===== src/design/dyrc_pkg.sv =====
// Shared types and constants for the dyadic range cover block.
// Used by the controller, the datapath and the top level; depends on nothing.
`default_nettype none

package dyrc_pkg;

    localparam int IN_W    = 16;   // width of each range bound on the port
    localparam int WIDE_W  = 32;   // scratch width for zero extension
    localparam int PBITS_W = 5;    // width of the prefix length field
    localparam int TDATA_S = 32;   // slave tdata: two bounds
    localparam int TDATA_M = 24;   // master tdata: value and length, padded to bytes

    typedef enum logic [1:0] {
        ST_IDLE,
        ST_CHECK,
        ST_LOW,
        ST_HIGH
    } dyrc_state_t;

    typedef enum logic {
        SEL_LOW,
        SEL_HIGH
    } emit_sel_t;

    // controller to datapath
    typedef struct packed {
        logic      load;
        logic      step;
        logic      emit;
        emit_sel_t sel;
        logic      last;
        logic      empty;
    } dp_cmd_t;

    // datapath to controller
    typedef struct packed {
        logic lo_gt_hi;
        logic lo_eq_hi;
        logic lo_odd;
        logic hi_odd;
        logic next_gt;
        logic out_free;
    } dp_stat_t;

endpackage

`default_nettype wire


===== src/design/dyrc_datapath.sv =====
// Datapath of the dyadic range cover: bound registers, halving step and result register.
// Depends on dyrc_pkg; driven by dyrc_ctrl through dp_cmd_t.
`default_nettype none

module dyrc_datapath #(
    parameter int KEY_BITS = 16
) (
    input  wire logic                         aclk,
    input  wire logic                         aresetn,
    input  wire logic [dyrc_pkg::IN_W-1:0]    range_low,
    input  wire logic [dyrc_pkg::IN_W-1:0]    range_high,
    input  wire dyrc_pkg::dp_cmd_t            cmd,
    output dyrc_pkg::dp_stat_t                stat,
    output logic                              out_valid,
    input  wire logic                         out_ready,
    output logic [dyrc_pkg::IN_W-1:0]         prefix_value,
    output logic [dyrc_pkg::PBITS_W-1:0]      prefix_bits,
    output logic                              is_last,
    output logic                              is_empty
);
    import dyrc_pkg::*;

    localparam int CW = $clog2(KEY_BITS + 1);

    logic [KEY_BITS-1:0] lo_reg, lo_next, hi_reg, hi_next;
    logic [CW-1:0]       bits_reg, bits_next;

    logic [WIDE_W-1:0]   low_wide, high_wide, val_wide, bits_wide;
    logic [KEY_BITS:0]   lo_inc;
    logic [KEY_BITS-1:0] lo_half, hi_dec, hi_half, sel_val;

    logic                val_reg, val_next;
    logic [IN_W-1:0]     value_reg, value_next;
    logic [PBITS_W-1:0]  pbits_reg, pbits_next;
    logic                last_reg, last_next;
    logic                empty_reg, empty_next;

    // bits of each bound above the key width are dropped
    assign low_wide  = WIDE_W'(range_low);
    assign high_wide = WIDE_W'(range_high);

    assign lo_inc  = {1'b0, lo_reg} + (KEY_BITS + 1)'(1);
    assign lo_half = lo_inc[KEY_BITS:1];
    assign hi_dec  = hi_reg - KEY_BITS'(1);
    assign hi_half = KEY_BITS'(hi_dec >> 1);

    always_comb begin
        stat.lo_gt_hi = lo_reg > hi_reg;
        stat.lo_eq_hi = lo_reg == hi_reg;
        stat.lo_odd   = lo_reg[0];
        stat.hi_odd   = hi_reg[0];
        stat.next_gt  = lo_half > hi_half;
        stat.out_free = !val_reg || out_ready;
    end

    always_comb begin
        lo_next   = lo_reg;
        hi_next   = hi_reg;
        bits_next = bits_reg;
        if (cmd.load) begin
            lo_next   = low_wide[KEY_BITS-1:0];
            hi_next   = high_wide[KEY_BITS-1:0];
            bits_next = CW'(KEY_BITS);
        end else if (cmd.step) begin
            lo_next   = lo_half;
            hi_next   = hi_half;
            bits_next = bits_reg - CW'(1);
        end
    end

    assign sel_val   = (cmd.sel == SEL_HIGH) ? hi_reg : lo_reg;
    assign val_wide  = WIDE_W'(sel_val);
    assign bits_wide = WIDE_W'(bits_reg);

    always_comb begin
        val_next   = val_reg;
        value_next = value_reg;
        pbits_next = pbits_reg;
        last_next  = last_reg;
        empty_next = empty_reg;
        if (cmd.emit) begin
            val_next   = 1'b1;
            last_next  = cmd.last;
            empty_next = cmd.empty;
            if (cmd.empty) begin
                value_next = '0;
                pbits_next = '0;
            end else begin
                value_next = val_wide[IN_W-1:0];
                pbits_next = bits_wide[PBITS_W-1:0];
            end
        end else if (out_ready) begin
            val_next = 1'b0;
        end
    end

    always_ff @(posedge aclk) begin
        if (!aresetn) begin
            val_reg <= 1'b0;
        end else begin
            val_reg <= val_next;
        end
        lo_reg    <= lo_next;
        hi_reg    <= hi_next;
        bits_reg  <= bits_next;
        value_reg <= value_next;
        pbits_reg <= pbits_next;
        last_reg  <= last_next;
        empty_reg <= empty_next;
    end

    assign out_valid    = val_reg;
    assign prefix_value = value_reg;
    assign prefix_bits  = pbits_reg;
    assign is_last      = last_reg;
    assign is_empty     = empty_reg;

endmodule

`default_nettype wire


===== src/design/dyrc_ctrl.sv =====
// Sequencer of the dyadic range cover: walks the bit levels and issues load, step and emit.
// Depends on dyrc_pkg; reads dp_stat_t from dyrc_datapath.
`default_nettype none

module dyrc_ctrl (
    input  wire logic               aclk,
    input  wire logic               aresetn,
    input  wire logic               in_valid,
    output logic                    in_ready,
    input  wire dyrc_pkg::dp_stat_t stat,
    output dyrc_pkg::dp_cmd_t       cmd
);
    import dyrc_pkg::*;

    dyrc_state_t state_reg, state_next;

    always_ff @(posedge aclk) begin
        if (!aresetn) begin
            state_reg <= ST_IDLE;
        end else begin
            state_reg <= state_next;
        end
    end

    // next state
    always_comb begin
        state_next = state_reg;
        unique case (state_reg)
            ST_IDLE: begin
                if (in_valid) state_next = ST_CHECK;
            end
            ST_CHECK: begin
                if (!stat.lo_gt_hi) begin
                    state_next = ST_LOW;
                end else if (stat.out_free) begin
                    state_next = ST_IDLE;
                end
            end
            ST_LOW: begin
                priority if (stat.lo_eq_hi) begin
                    if (stat.out_free) state_next = ST_IDLE;
                end else if (stat.lo_odd) begin
                    if (stat.out_free) state_next = ST_HIGH;
                end else if (!stat.hi_odd) begin
                    if (stat.out_free) state_next = stat.next_gt ? ST_IDLE : ST_LOW;
                end else begin
                    state_next = ST_LOW;
                end
            end
            ST_HIGH: begin
                if (stat.hi_odd || stat.out_free) begin
                    state_next = stat.next_gt ? ST_IDLE : ST_LOW;
                end
            end
            default: state_next = ST_IDLE;
        endcase
    end

    // commands
    always_comb begin
        in_ready  = 1'b0;
        cmd       = '0;
        cmd.sel   = SEL_LOW;
        unique case (state_reg)
            ST_IDLE: begin
                in_ready = 1'b1;
                cmd.load = in_valid;
            end
            ST_CHECK: begin
                if (stat.lo_gt_hi && stat.out_free) begin
                    cmd.emit  = 1'b1;
                    cmd.last  = 1'b1;
                    cmd.empty = 1'b1;
                end
            end
            ST_LOW: begin
                priority if (stat.lo_eq_hi) begin
                    cmd.emit = stat.out_free;
                    cmd.last = 1'b1;
                end else if (stat.lo_odd) begin
                    // last only if high adds nothing and the next level is empty
                    cmd.emit = stat.out_free;
                    cmd.last = stat.hi_odd && stat.next_gt;
                end else if (!stat.hi_odd) begin
                    cmd.emit = stat.out_free;
                    cmd.sel  = SEL_HIGH;
                    cmd.last = stat.next_gt;
                    cmd.step = stat.out_free;
                end else begin
                    cmd.step = 1'b1;
                end
            end
            ST_HIGH: begin
                if (!stat.hi_odd) begin
                    cmd.emit = stat.out_free;
                    cmd.sel  = SEL_HIGH;
                    cmd.last = stat.next_gt;
                    cmd.step = stat.out_free;
                end else begin
                    cmd.step = 1'b1;
                end
            end
            default: begin
                in_ready = 1'b0;
            end
        endcase
    end

endmodule

`default_nettype wire


===== src/design/dyadic_range_cover.sv =====
// Top level of the dyadic range cover: stream ports around the sequencer and the datapath.
// Depends on dyrc_pkg, dyrc_ctrl and dyrc_datapath.
`default_nettype none

// Takes one inclusive range per request and returns the minimal list of dyadic
// prefixes that tile it, low side before high side at each level, narrowest
// prefixes first; tlast marks the final prefix and tuser flags an empty range
// (low above high), which gives one all-zero result. Ranges are handled one at
// a time: a range is loaded, its order is checked, then the bit levels are
// walked from the narrowest up, through the high state as well where the low
// bound is odd, until the bounds meet or cross; an output stall holds the walk
// whenever a result is due. The sequencer steps one level per pass through the
// single halving adder pair and writes at most one result per cycle into the
// output register. A new range is taken once the last prefix of the previous
// one sits in the output register.
module dyadic_range_cover #(
    parameter int KEY_BITS = 16
) (
    input  wire logic                          aclk,
    input  wire logic                          aresetn,
    input  wire logic                          s_tvalid,
    output logic                               s_tready,
    // [15:0] range_low, [31:16] range_high
    input  wire logic [dyrc_pkg::TDATA_S-1:0]  s_tdata,
    output logic                               m_tvalid,
    input  wire logic                          m_tready,
    // [15:0] prefix_value, [20:16] prefix_bits, [23:21] zero
    output logic [dyrc_pkg::TDATA_M-1:0]       m_tdata,
    output logic                               m_tlast,
    // [0] is_empty
    output logic                               m_tuser
);
    import dyrc_pkg::*;

    dp_cmd_t             cmd;
    dp_stat_t            stat;
    logic [IN_W-1:0]     prefix_value;
    logic [PBITS_W-1:0]  prefix_bits;

    dyrc_ctrl u_ctrl (
        .aclk     (aclk),
        .aresetn  (aresetn),
        .in_valid (s_tvalid),
        .in_ready (s_tready),
        .stat     (stat),
        .cmd      (cmd)
    );

    dyrc_datapath #(
        .KEY_BITS (KEY_BITS)
    ) u_datapath (
        .aclk         (aclk),
        .aresetn      (aresetn),
        .range_low    (s_tdata[IN_W-1:0]),
        .range_high   (s_tdata[2*IN_W-1:IN_W]),
        .cmd          (cmd),
        .stat         (stat),
        .out_valid    (m_tvalid),
        .out_ready    (m_tready),
        .prefix_value (prefix_value),
        .prefix_bits  (prefix_bits),
        .is_last      (m_tlast),
        .is_empty     (m_tuser)
    );

    assign m_tdata = {(TDATA_M - IN_W - PBITS_W)'(0), prefix_bits, prefix_value};

    // an empty range yields exactly one all-zero result
    a_empty_last: assert property (@(posedge aclk) disable iff (!aresetn)
        m_tvalid && m_tuser |-> m_tlast && (m_tdata == '0))
        else $error("empty result not final or not zero");

    // a prefix never keeps more bits than the key has
    a_bits_range: assert property (@(posedge aclk) disable iff (!aresetn)
        m_tvalid |-> ({(WIDE_W - PBITS_W)'(0), m_tdata[IN_W+PBITS_W-1:IN_W]}
                      <= WIDE_W'(KEY_BITS)))
        else $error("prefix length above key width");

    // one range at a time: the port closes right after a request
    a_one_range: assert property (@(posedge aclk) disable iff (!aresetn)
        s_tvalid && s_tready |=> !s_tready)
        else $error("second range taken while busy");

endmodule

`default_nettype wire


===== config.mk =====
export PLATFORM = sky130hd
export DESIGN_NAME = dyadic_range_cover
export DESIGN_NICKNAME = d
export VERILOG_FILES = /design/src/design/dyrc_pkg.sv /design/src/design/dyrc_datapath.sv /design/src/design/dyrc_ctrl.sv /design/src/design/dyadic_range_cover.sv
export SDC_FILE = /design/constraint.sdc
export NUM_CORES = 1
export LEC_CHECK = 0
export BUFFER_PORTS_ARGS = -buffer_cell sky130_fd_sc_hd__buf_4
export CAP_MARGIN = 40
export CORE_ASPECT_RATIO = 1.4
export CORE_MARGIN = 4
export CORE_UTILIZATION = 30
export CTS_BUF_LIST = sky130_fd_sc_hd__clkbuf_2
export CTS_CLUSTER_DIAMETER = 40
export DETAILED_ROUTE_END_ITERATION = 8
export PLACE_DENSITY = 0.5
export SLEW_MARGIN = 10
export SYNTH_ARGS = -nofsm -noshare
export SYNTH_HDL_FRONTEND = slang
export SYNTH_HIERARCHICAL = 1
export SYNTH_SLANG_ARGS = --single-unit

===== constraint.sdc =====
create_clock -name aclk -period 4.4 [get_ports aclk]
set_input_delay 0.66 -clock aclk [delete_from_list [all_inputs] [get_ports aclk]]
set_output_delay 0.66 -clock aclk [all_outputs]
set_load 0.1 [all_outputs]

==> impl_metrics.env, run 1 <==
export IMPL_outcome="finished clean"
export IMPL_finalCriticalPeriod_ns=3.83
export IMPL_drv_cap=0
export IMPL_switching_share_pct=40.5
export IMPL_cts_tree="built"
export IMPL_fin_hold_ws_ns=0.355
export IMPL_worst_pin_slew_ns=0.827
export IMPL_drt_total_wl_um=9810
export IMPL_drive_above_1_share_pct=23.1
export IMPL_crit_fanout=11
export IMPL_ios=64
export IMPL_cpPeakStageDelay_ns=0.61
export IMPL_synth_area_um2=4090
export IMPL_fp_coreArea_um2=13400
export IMPL_reg2regPathDepth=15
export IMPL_syn2layout_area_growth_pct=20.9
export IMPL_critical_path_required_ns=4.72
export IMPL_place_congestion=0.854
export IMPL_critPathArrivalTime_ns=4.15
export IMPL_dr_pass1_iters=4
export IMPL_hold_viol_final=0
export IMPL_power_internal_uw=1430
export IMPL_antenna_left=0
export IMPL_min_path_type="in2reg"
export IMPL_synth_edf_count=55
export IMPL_p_leak_uw=0.00202
export IMPL_cts_buffer_depth=2
export IMPL_cts_buffers=9
export IMPL_clock_sinks=63
export IMPL_cp_start_kind="register"
export IMPL_whs_path_depth=2
export IMPL_peakVddDrop_v=0.000193
export IMPL_drv_slew=0
export IMPL_end_kind="register"
export IMPL_antenna_found_initial=1
export IMPL_place_hpwl_um=7530
export IMPL_die_w_um=107
export IMPL_grt_overflow=0
export IMPL_cts_resized=0
export IMPL_period_share_pct=87.1
export IMPL_final_core_util_pct=37.0
export IMPL_fmax_ghz=0.261
export IMPL_cpLargestDelayFamily="compound AO/OA/AOI/OAI gates"
export IMPL_r2r_setup_slack_ns=0.57
export IMPL_grt_max_degree=41
export IMPL_ys_seq_elements=63
export IMPL_cp_slowest_cell="edfxtp_1"
export IMPL_die_area_um2=15600
export IMPL_ctsHtreeMaxLevel=3
export IMPL_async_flop_share_pct=0
export IMPL_insertion_delay_ns=0.53
export IMPL_pwr_share_seq_pct=38.1
export IMPL_crit_buf_inv=1
export IMPL_power_switching_uw=972
export IMPL_post_dp_cell_area_um2=4770
export IMPL_vias_per_cell=4.68
export IMPL_finClkSkew_ns=0.0242
export IMPL_rsz0062_at_grt="false"
export IMPL_grt_pass1_wl_um=16000
export IMPL_slew_headroom_pct=44.9
export IMPL_dieHeight_um=146
export IMPL_clk_pin_slew_ns=0.18
export IMPL_rows=50
export IMPL_setup_tns_ns=0
export IMPL_grt_pass1_vias=3062
export IMPL_drtIter0Drc=194
export IMPL_start_util_pct=30.6
export IMPL_cellPowerDensity_nw_per_um2=485
export IMPL_yosysWarnings=6
export IMPL_critPathKind="reg2reg"
export IMPL_setup_slack_ns=0.567
export IMPL_cts_setup_buffers=0
export IMPL_cts_root_buf="clkbuf_2"
export IMPL_p_comb_share_pct=39.8
export IMPL_fin_nets=519
export IMPL_fillers=1376
export IMPL_pre_cts_ws_ns=0.587
export IMPL_track_usage_pct=13.2
export IMPL_yosysSeqAreaShare_pct=44.3
export IMPL_synth_main_ff_cell="edfxtp_1"
export IMPL_power_frac_clock_pct=22.1
export IMPL_drc=0
export IMPL_path_cells="inv_1 > ha_1 > nor3b_1 > nand2_1 > nor4_1 > xnor2_1 > ha_1 > a41o_1 > a21oi_1 > nor3_1 > a2111oi_0 > o21ai_0 > a31oi_1 > o21ai_0 > a21o_1"
export IMPL_routedWlPerCell_um=15.4
export IMPL_via_count=2983
export IMPL_netlist_instances=386
export IMPL_design_area_um2=4950
export IMPL_setup_violations=0
export IMPL_cp_depth=15
export IMPL_io_buffers=60
export IMPL_ys_types=45
export IMPL_syn_area_per_cell_um2=10.6
export IMPL_ctsHoldBuffers=0
[cell type report]
| class | count | area (µm²) | share of cell area (%) |
|---|---|---|---|
| Sequential cell | 63 | 1810 | 36.6 |
| Clock buffer | 10 | 50.0 | 1.01 |
| Multi-Input combinational cell | 267 | 2070 | 41.9 |
| Timing Repair Buffer | 66 | 495 | 10.0 |
| Clock inverter | 6 | 133 | 2.68 |
| Antenna cell | 1 | 2.50 | 0.0505 |
| Tap cell | 182 | 228 | 4.60 |
| Inverter | 42 | 158 | 3.18 |
[cell usage after synthesis, drive strengths merged (2+ instances only)]
master / number / area, µm²
or4: 2 / 22.5
a31oi: 3 / 18.8
mux2: 14 / 158
nand2b: 5 / 38.8
nor4: 4 / 25.0
nor2: 31 / 116
and4: 2 / 17.5
nor4b: 2 / 17.5
dfxtp: 8 / 160
nand2: 14 / 52.6
nor3: 11 / 55.1
nand3: 13 / 65.1
clkbuf: 8 / 30.0
o21ai: 9 / 45.0
a21oi: 14 / 70.1
nand4: 10 / 62.6
a21o: 6 / 45.0
o211ai: 3 / 22.5
and3: 2 / 12.5
and2: 2 / 12.5
edfxtp: 55 / 1650
mux2i: 30 / 300
o31ai: 2 / 15.0
nor2b: 5 / 31.3
ha: 34 / 425
a211oi: 3 / 27.5
buf: 8 / 52.6
a21boi: 2 / 15.0
xnor2: 27 / 244
xor2: 5 / 43.8
inv: 42 / 158
[routing by layer]
layer  global-route usage [%]  part of all wire (%)  up-vias
li1                         -                     -     1504
met3                     3.01                   3.4       21
met5                        0                     0        -
met2                     22.2                    51       57
met1                     15.8                    43     1401
met4                     6.08                   3.1        0
[cell usage in the layout, fill, tap and decap left out, types with 2 or more instances in the layout]
master     netlist  layout
buf_4            6      66
edfxtp_1        55      55
inv_1           42      42
ha_1            34      34
nor2_1          31      31
mux2i_1         30      30
xnor2_1         26      26
nand2_1         14      14
a21oi_1         14      14
mux2_2          14      14
nand3_1         13      13
clkbuf_2         0      10
nor3_1          11      10
nand4_1         10      10
o21ai_0          9       9
dfxtp_1          8       8
a21o_1           6       6
nor2b_1          5       5
xor2_1           5       5
bufinv_16        0       4
nand2b_1         4       4
nor4_1           4       4
conb_1           1       3
a31oi_1          3       3
o211ai_1         3       3
nor4b_1          2       2
o31ai_1          2       2
or4_4            2       2
and3_1           2       2
and4_1           2       2
a211oi_1         2       2
a21boi_0         2       2
[power by group through the flow]
stage | Combinational [µW] | Sequential, µW | Clock, µW
2_1_floorplan | 504 | 1140 | 0
3_3_place_gp | 954 | 930 | 0
3_5_place_dp | 963 | 931 | 0
4_1_cts | 968 | 916 | 549
5_1_grt | 1050 | 935 | 578
6_report | 956 | 916 | 530
[cell families after synthesis]
group                      after synthesis  share of synthesized area, %
and+or+nand+nor                        108                          14.0
buffers and inverters                   58                          5.87
DFF                                     63                          44.3
adders and majority gates               34                          10.4
muxes                                   44                          11.2
other                                    1                        0.0916
xor gates and xnor gates                32                          7.03
AOI/OAI and AO/OA                       46                          7.18
[final timing paths]
kind,startpoint,endpoint
worst min-delay path,aresetn,u_ctrl/state_reg[0]
worst max-delay path,u_datapath/hi_reg[0],u_datapath/is_last
worst max register to register,u_datapath/hi_reg[0],u_datapath/is_last
worst min register to register,u_datapath/bits_reg[4],u_datapath/bits_reg[4]
[per-stage QoR]
stage | power, µW | std cells
2_1_floorplan | 1640 | 388
3_3_place_gp | 1880 | 620
3_5_place_dp | 1890 | 620
4_1_cts | 2430 | 636
5_1_grt | 2570 | 637
6_report | 2400 | 637
No activity file was read; power rests on OpenSTA's default activity.
==> run 2: changes to the inputs <==
--- a/config.mk
+++ b/config.mk
@@ -13,7 +13,8 @@
 export CTS_BUF_LIST = sky130_fd_sc_hd__clkbuf_2
 export CTS_CLUSTER_DIAMETER = 40
 export DETAILED_ROUTE_END_ITERATION = 8
-export PLACE_DENSITY = 0.5
+export GPL_TIMING_DRIVEN = 0
+export PLACE_DENSITY = 0.49
 export SLEW_MARGIN = 10
 export SYNTH_ARGS = -nofsm -noshare
 export SYNTH_HDL_FRONTEND = slang
==> constraint.sdc (replaced) <==
create_clock -name aclk -period 4.6 [get_ports aclk]
set_input_delay 0.69 -clock aclk [delete_from_list [all_inputs] [get_ports aclk]]
set_output_delay 0.69 -clock aclk [all_outputs]
set_load 0.1 [all_outputs]
==> impl_metrics.env, run 2 (same netlist as run 1, synthesis figures left out) <==
export IMPL_outcome="finished clean"
export IMPL_ctsHoldBuffers=0
export IMPL_rsz0062_at_grt="false"
export IMPL_drt_total_wl_um=10200
export IMPL_clk_pin_slew_ns=0.20
export IMPL_peakVddDrop_v=0.000143
export IMPL_die_w_um=107
export IMPL_mostFrequentLayoutCells="buf_4, edfxtp_1, inv_1"
export IMPL_via_count=3052
export IMPL_setup_violations=0
export IMPL_ios=64
export IMPL_cp_start_kind="register"
export IMPL_power_internal_uw=1270
export IMPL_grt_max_degree=33
export IMPL_p_leak_uw=0.00202
export IMPL_fin_hold_ws_ns=0.413
export IMPL_drtIter0Drc=84
export IMPL_critPathKind="reg2reg"
export IMPL_cts_root_buf="clkbuf_2"
export IMPL_crit_fanout=5
export IMPL_post_dp_cell_area_um2=4840
export IMPL_min_path_type="in2reg"
export IMPL_critPathArrivalTime_ns=4.21
export IMPL_clock_sinks=63
export IMPL_cts_setup_buffers=0
export IMPL_fillers=1409
export IMPL_end_kind="register"
export IMPL_worst_pin_slew_ns=0.832
export IMPL_cts_resized=0
export IMPL_slew_headroom_pct=44.5
export IMPL_die_area_um2=15600
export IMPL_pwr_share_seq_pct=39.3
export IMPL_power_switching_uw=948
export IMPL_period_share_pct=84.4
export IMPL_drv_cap=0
export IMPL_cts_buffers=9
export IMPL_insertion_delay_ns=0.53
export IMPL_cts_buffer_depth=2
export IMPL_hold_viol_final=0
export IMPL_place_hpwl_um=7900
export IMPL_switching_share_pct=42.7
export IMPL_multi_input_area_um2=2070
export IMPL_ctsHtreeMaxLevel=3
export IMPL_power_frac_clock_pct=18.2
export IMPL_finalCriticalPeriod_ns=3.88
export IMPL_cellPowerDensity_nw_per_um2=446
export IMPL_power_total_uw=2220
export IMPL_grt_overflow=0
export IMPL_dr_pass1_iters=4
export IMPL_track_usage_pct=13.8
export IMPL_antenna_left=0
export IMPL_drive_above_1_share_pct=22.7
export IMPL_fp_coreArea_um2=13400
export IMPL_grt_pass1_vias=3267
export IMPL_layout_commonest_cell="buf_4"
export IMPL_dieHeight_um=146
export IMPL_syn2layout_area_growth_pct=21.5
export IMPL_fmax_ghz=0.258
export IMPL_seqCellArea_um2=1810
export IMPL_finClkSkew_ns=0.0246
export IMPL_grt_pass1_wl_um=16700
export IMPL_vias_per_cell=4.70
export IMPL_critical_path_required_ns=4.93
export IMPL_drv_slew=0
export IMPL_p_comb_share_pct=42.5
export IMPL_rows=50
export IMPL_drc=0
export IMPL_antenna_found_initial=1
export IMPL_start_util_pct=30.6
export IMPL_place_congestion=0.827
export IMPL_setup_slack_ns=0.720
export IMPL_fin_nets=532
export IMPL_design_area_um2=4980
export IMPL_io_buffers=60
export IMPL_routedWlPerCell_um=15.6
export IMPL_final_core_util_pct=37.2
export IMPL_pre_cts_ws_ns=0.730
export IMPL_cts_tree="built"
==> run 2: cell count changes in the layout (fill, tap and decap cells not counted), sizes merged <==
cell / delta
clkbuf: +8
clkinv: +1
bufinv: -2
clkinvlp: +1
clkdlybuf4s15: +1
buf: +4
==> run 2: power groups by stage <==
stage	Clock (µW)	Sequential, µW	Combinational (µW)
2_1_floorplan	0	1090	482
3_3_place_gp	0	888	920
3_5_place_dp	0	886	951
4_1_cts	419	872	955
5_1_grt	447	888	1040
6_report	403	871	943
==> run 2: cell type report <==
| class | instances | area share [%] |
|---|---|---|
| clock inverter | 6 | 1.71 |
| tap | 182 | 4.58 |
| sequential | 63 | 36.4 |
| multi-input combinational | 267 | 41.5 |
| inverter | 42 | 3.17 |
| clock buffer | 10 | 1.01 |
| buffer | 16 | 1.66 |
| timing repair buffer | 63 | 9.88 |
| antenna | 1 | 0.0503 |
==> run 2: final timing paths <==
path	slack (ns)	depth (start not counted)	start	end
worst max-delay path	0.72	15	u_datapath/hi_reg[0]	u_datapath/is_last
worst min-delay path	0.41	2	aresetn	u_ctrl/state_reg[0]
worst max register to register	0.72	15	u_datapath/hi_reg[0]	u_datapath/is_last
worst min register to register	0.52	2	u_datapath/bits_reg[1]	u_datapath/bits_reg[1]
==> run 2: layer usage <==
metal	GRT usage, %	routed length, µm	vias up
met5	0	0	-
met4	5.57	170	0
met3	2.61	304	11
met2	24.2	5320	58
met1	16.4	4370	1453
li1	-	-	1530
==> run 2: through the flow <==
step	instances	setup TNS, ns
4_1_cts	649	0
5_1_grt	650	0
6_report	650	0
3_3_place_gp	630	-20.81
3_5_place_dp	633	0
2_1_floorplan	388	0
==> run 2: worst max-delay path, cell delays in order (launching register included) <==
cell and delay (ns):
edfxtp_1 0.52, inv_1 0.09, ha_1 0.18, nor3b_1 0.33, nand2_1 0.26, nor4_1 0.28
xnor2_1 0.21, ha_1 0.30, a41o_1 0.23, a21oi_1 0.16, nor3_1 0.07, a2111oi_0 0.30
o21ai_0 0.27, a31oi_1 0.20, o21ai_0 0.10, a21o_1 0.18
